**src/sv/pvm_pkg.sv**
```systemverilog
// shared types and constants of the pcm voice mixer
package pvm_pkg;

    localparam logic [2:0] MODE_WRITE = 3'd0;
    localparam logic [2:0] MODE_SET   = 3'd1;
    localparam logic [2:0] MODE_START = 3'd2;
    localparam logic [2:0] MODE_STOP  = 3'd3;
    localparam logic [2:0] MODE_TICK  = 3'd4;

    localparam logic [15:0] UNITY_GAIN = 16'h8000;
    localparam logic [1:0]  PAN_LEFT   = 2'b01;

    typedef enum logic [3:0] {
        S_IDLE,
        S_VOICE,
        S_SCALE,
        S_SAT,
        S_MUL_L,
        S_ADD_L,
        S_MUL_R,
        S_ADD_R,
        S_DONE
    } t_state;

    typedef struct packed {
        logic wr_mem;
        logic set_voice;
        logic start_voice;
        logic stop_voice;
        logic tick_start;
        logic visit;
        logic next_voice;
        logic scale;
        logic sat;
        logic mul;
        logic add;
        logic ch;
        logic out_load;
    } t_cmd;

    typedef struct packed {
        logic contrib;
        logic use_l;
        logic use_r;
        logic last;
        logic out_busy;
    } t_status;

endpackage

```
**src/sv/pvm_ctrl.sv**
```systemverilog
// controller state machine of the pcm voice mixer
module pvm_ctrl (
    input  logic             i_clk,
    input  logic             i_rst_n,
    input  logic             i_in_valid,
    input  logic [2:0]       i_mode,
    input  pvm_pkg::t_status i_st,
    output pvm_pkg::t_cmd    o_cmd,
    output logic             o_in_stall
);

    pvm_pkg::t_state r_state;
    pvm_pkg::t_state n_state;
    logic            accept;

    assign o_in_stall = (r_state != pvm_pkg::S_IDLE);
    assign accept     = i_in_valid && (r_state == pvm_pkg::S_IDLE);

    always_ff @(posedge i_clk) begin
        if (!i_rst_n) begin
            r_state <= pvm_pkg::S_IDLE;
        end else begin
            r_state <= n_state;
        end
    end

    // next state
    always_comb begin
        n_state = r_state;
        unique case (r_state)
            pvm_pkg::S_IDLE: begin
                if (accept && i_mode == pvm_pkg::MODE_TICK) begin
                    n_state = pvm_pkg::S_VOICE;
                end
            end
            pvm_pkg::S_VOICE: begin
                if (i_st.contrib) begin
                    n_state = pvm_pkg::S_SCALE;
                end else if (i_st.last) begin
                    n_state = pvm_pkg::S_DONE;
                end
            end
            pvm_pkg::S_SCALE: n_state = pvm_pkg::S_SAT;
            pvm_pkg::S_SAT:   n_state = i_st.use_l ? pvm_pkg::S_MUL_L : pvm_pkg::S_MUL_R;
            pvm_pkg::S_MUL_L: n_state = pvm_pkg::S_ADD_L;
            pvm_pkg::S_ADD_L: begin
                priority if (i_st.use_r) begin
                    n_state = pvm_pkg::S_MUL_R;
                end else if (i_st.last) begin
                    n_state = pvm_pkg::S_DONE;
                end else begin
                    n_state = pvm_pkg::S_VOICE;
                end
            end
            pvm_pkg::S_MUL_R: n_state = pvm_pkg::S_ADD_R;
            pvm_pkg::S_ADD_R: n_state = i_st.last ? pvm_pkg::S_DONE : pvm_pkg::S_VOICE;
            pvm_pkg::S_DONE: begin
                if (!i_st.out_busy) begin
                    n_state = pvm_pkg::S_IDLE;
                end
            end
            default: n_state = pvm_pkg::S_IDLE;
        endcase
    end

    // commands
    always_comb begin
        o_cmd = '0;
        unique case (r_state)
            pvm_pkg::S_IDLE: begin
                if (accept) begin
                    o_cmd.wr_mem      = (i_mode == pvm_pkg::MODE_WRITE);
                    o_cmd.set_voice   = (i_mode == pvm_pkg::MODE_SET);
                    o_cmd.start_voice = (i_mode == pvm_pkg::MODE_START);
                    o_cmd.stop_voice  = (i_mode == pvm_pkg::MODE_STOP);
                    o_cmd.tick_start  = (i_mode == pvm_pkg::MODE_TICK);
                end
            end
            pvm_pkg::S_VOICE: begin
                o_cmd.visit      = 1'b1;
                o_cmd.next_voice = !i_st.contrib && !i_st.last;
            end
            pvm_pkg::S_SCALE: o_cmd.scale = 1'b1;
            pvm_pkg::S_SAT:   o_cmd.sat = 1'b1;
            pvm_pkg::S_MUL_L: o_cmd.mul = 1'b1;
            pvm_pkg::S_ADD_L: begin
                o_cmd.add        = 1'b1;
                o_cmd.next_voice = !i_st.use_r && !i_st.last;
            end
            pvm_pkg::S_MUL_R: begin
                o_cmd.mul = 1'b1;
                o_cmd.ch  = 1'b1;
            end
            pvm_pkg::S_ADD_R: begin
                o_cmd.add        = 1'b1;
                o_cmd.ch         = 1'b1;
                o_cmd.next_voice = !i_st.last;
            end
            pvm_pkg::S_DONE:  o_cmd.out_load = !i_st.out_busy;
            default: o_cmd = '0;
        endcase
    end

`ifndef NO_ASSERTIONS
    a_tick_starts_walk: assert property (@(posedge i_clk) disable iff (!i_rst_n)
        (accept && i_mode == pvm_pkg::MODE_TICK) |=> r_state == pvm_pkg::S_VOICE)
        else $error("tick did not start the voice walk");
    a_done_leaves: assert property (@(posedge i_clk) disable iff (!i_rst_n)
        (r_state == pvm_pkg::S_DONE && !i_st.out_busy) |=> r_state == pvm_pkg::S_IDLE)
        else $error("frame not released");
    a_left_then_right: assert property (@(posedge i_clk) disable iff (!i_rst_n)
        (r_state == pvm_pkg::S_ADD_L && i_st.use_r) |=> r_state == pvm_pkg::S_MUL_R)
        else $error("right channel skipped");
    a_load_once: assert property (@(posedge i_clk) disable iff (!i_rst_n)
        o_cmd.out_load |=> !o_cmd.out_load)
        else $error("frame loaded twice");
`endif

endmodule

```
**config.mk**
```make
export PLATFORM = sky130hd
export DESIGN_NAME = pvm_ctrl
export DESIGN_NICKNAME = d
export VERILOG_FILES = /design/src/sv/pvm_pkg.sv /design/src/sv/pvm_ctrl.sv
export SDC_FILE = /design/constraint.sdc
export NUM_CORES = 1
export LEC_CHECK = 0
export ABC_AREA = 1
export CAP_MARGIN = 20
export CORE_AREA = 3 3 40 42
export CTS_CLUSTER_DIAMETER = 100
export DETAILED_ROUTE_END_ITERATION = 12
export DIE_AREA = 0 0 43 45
export DONT_BUFFER_PORTS = 1
export GPL_ROUTABILITY_DRIVEN = 1
export PLACE_DENSITY = 0.43
export SLEW_MARGIN = 20
export SYNTH_ARGS = -nofsm -noshare
export SYNTH_HDL_FRONTEND = slang
export SYNTH_SLANG_ARGS = --single-unit
export TNS_END_PERCENT = 100
```
**constraint.sdc**
```tcl
create_clock -name i_clk -period 2 [get_ports i_clk]
set_input_delay 0 -clock i_clk [delete_from_list [all_inputs] [get_ports i_clk]]
set_output_delay 0 -clock i_clk [all_outputs]
set_load 0.05 [all_outputs]
```
==> impl_metrics.yaml <==
outcome:
  outcome: "finished, final reports clean"
power:
  power.share.sequential_pct: 23.4
  power_switching_w: 0.000205
  internal_power_w: 0.000218
  pwr_density_cell_nw_per_um2: 708
  power_frac_clock_pct: 23.6
  netSwitchingFraction_pct: 48.5
  ir_drop_v: 0.000347
  power_frac_comb_pct: 53.0
  power_w: 0.000423
  p_leak_nw: 0.292
cells_and_area:
  final_cells: 102
  final_cell_mix: "buf_4, nor2_1, nand2_1, inv_1"
  nets: 100
  top_regs: "r_state x4"
  largest_register: "r_state"
  largest_register_ffs: 4
  antenna_cells: 0
  fin_util_pct: 46.5
  drive_above_1_share_pct: 33.3
  final_common_cell: "buf_4"
  areaGrowthSynthToFinish_pct: 48.4
clock_tree:
  postCtsSetupBuffers: 0
  htree_num_levels: 1
  insertion_delay_ns: 0.24
  cts_buffers: 3
  cts_tree: "yes"
  clkSlewWorstSetupHoldPaths_ns: 0.04
  cts_root_buf: "clkbuf_4"
  cts_num_sinks: 4
  clockBufferDepth: 2
  post_cts_resized: 0
  cts_hold_buf: 2
yosys:
  yosys_register_bits: 4
  ys_warn_count: 0
  synthesis.area_um2: 403
  synthTopCellsByArea: "dfxtp_1, inv_1, nand2_1"
  ys_types: 16
  netlist_instances: 69
  ys_seq_area_share_pct: 19.9
  synth.top_cell.area_share_pct: 19.9
  syn_avg_cell_area_um2: 5.84
  synth_nets: 80
  synth_area_leader_cell: "dfxtp_1"
timing:
  finalHoldViolations: 0
  finalSetupViolations: 0
  fin_ws_ns: 0.398
  holdWs_ns: 0.0150
  worstMarginPinSlew_ns: 0.416
  rsz0062_at_grt: "no"
  slew_viol_final: 0
  fin_crit_sh_pct: 80.1
  fmax_mhz: 624
  relSlewSlack_pct: 72.2
  fin_skew_ns: 0.00497
  min_period_ns: 1.60
job:
  max_cap_violations: 0
floorplan:
  die-area_um2: 1940
  io_pins: 25
  initial_core_util_pct: 31.4
  design.core.area_um2: 1280
  dieWidth_um: 43
  fp-row-count: 13
  die-height_um: 45
detailed_routing:
  drt-met1-wl_um: 501
  first_pass_iters: 2
  drt_iter0_markers: 3
  final_antenna_net_count: 0
  viasPerCell: 4.96
  drc_errors: 0
  vias: 506
  wirelength_um: 1080
  wl_per_cell_um: 10.6
  wl_met3_um: 70
  wl_met2_um: 496
  highest_layer: "met4"
grt:
  grt_first_pass_wirelength_um: 1790
  grt_overflow: 0
  track_usage_pct: 12.1
  antenna_found_initial: 0
  grt_pass1_vias: 441
  grt_max_degree: 7
setup_path:
  cp-end-kind: "output pin"
  reg2reg_depth: 8
  regToRegEndpoint: "r_state[1]"
  r2r-start: "r_state[3]"
  worst-path-max-fanout: 5
  r2r_setup_slack_ns: 0.72
  cp-start-kind: "flop"
  critPathArrivalTime_ns: 1.60
  required_ns: 2.00
  crit_start: "r_state[1]"
  endpoint: "o_cmd[12]"
  worstSetupPathType: "reg -> out"
min_path:
  min_path_type: "in -> reg"
placed_design:
  io_buffers: 0
  dp_slack_ns: 0.623
  place_congestion: 0.762
  dp.final_hpwl_um: 917
  dp_cells: 97
-- worst max-delay path: stages (launching register included) --
cell	delay [ns]
dfxtp_1	0.36
nor2_1	0.27
nand3_1	0.29
nor4_2	0.21
buf_4	0.24
-- power groups by stage --
stage / Combinational [W] / Sequential, W / Clock (W)
2_1_floorplan: 0.000169 / 0.0000988 / 0
3_3_place_gp: 0.000222 / 0.000101 / 0
3_5_place_dp: 0.000222 / 0.000100 / 0
4_1_cts: 0.000225 / 0.0000992 / 0.000105
5_1_grt: 0.000245 / 0.000101 / 0.000107
6_report: 0.000224 / 0.0000992 / 0.0000999
-- area by class of cell --
cell class	count	area [um2]
Fill cell	137	687
Multi-Input combinational cell	50	303
Timing Repair Buffer	15	118
Sequential cell	4	80.1
Inverter	15	56.3
Clock buffer	3	22.5
Tap cell	15	18.8
-- how the worst min path moves through the flow --
stage,startpoint,end,cells after the start
CTS,i_st[4],r_state[1],4
finish,i_st[4],r_state[1],4
floorplan,i_st[1],o_cmd[6],1
global placement,i_mode[1],o_cmd[12],2
detailed placement,i_rst_n,r_state[1],2
global route,i_st[4],r_state[1],4
-- kinds of logic (layout without fill, tap and decap cells) --
| logic type | Yosys count | in the layout | share of synthesized area, % |
|---|---|---|---|
| compound gates | 8 | 8 | 11.8 |
| buf+inv | 15 | 33 | 14.0 |
| flops | 4 | 4 | 19.9 |
| simple gates | 42 | 42 | 54.3 |
-- per-layer routing --
| layer | global-route usage (%) | up-vias |
|---|---|---|
| li1 | - | 267 |
| met2 | 18.6 | 14 |
| met5 | 0 | - |
| met1 | 16.0 | 223 |
| met4 | 5.42 | 0 |
| met3 | 3.19 | 2 |
-- Yosys cell counts --
library cell  count
inv_1            12
nand2_1          12
nor2_1           12
nand3_1           5
nor4_1            5
dfxtp_1           4
a21oi_1           3
inv_2             3
nand4_1           2
nor3_1            2
nor3_4            2
o211ai_1          2
o21ai_0           2
a211oi_1          1
nor2_2            1
nor2_4            1
-- stage by stage --
| stage | setup TNS, ns | area, um2 |
|---|---|---|
| 3_3_place_gp | 0 | 556 |
| 6_report | 0 | 598 |
| 2_1_floorplan | -1.10 | 408 |
| 5_1_grt | 0 | 598 |
| 3_5_place_dp | 0 | 556 |
| 4_1_cts | 0 | 598 |
Power figures use the tool's default switching activity.
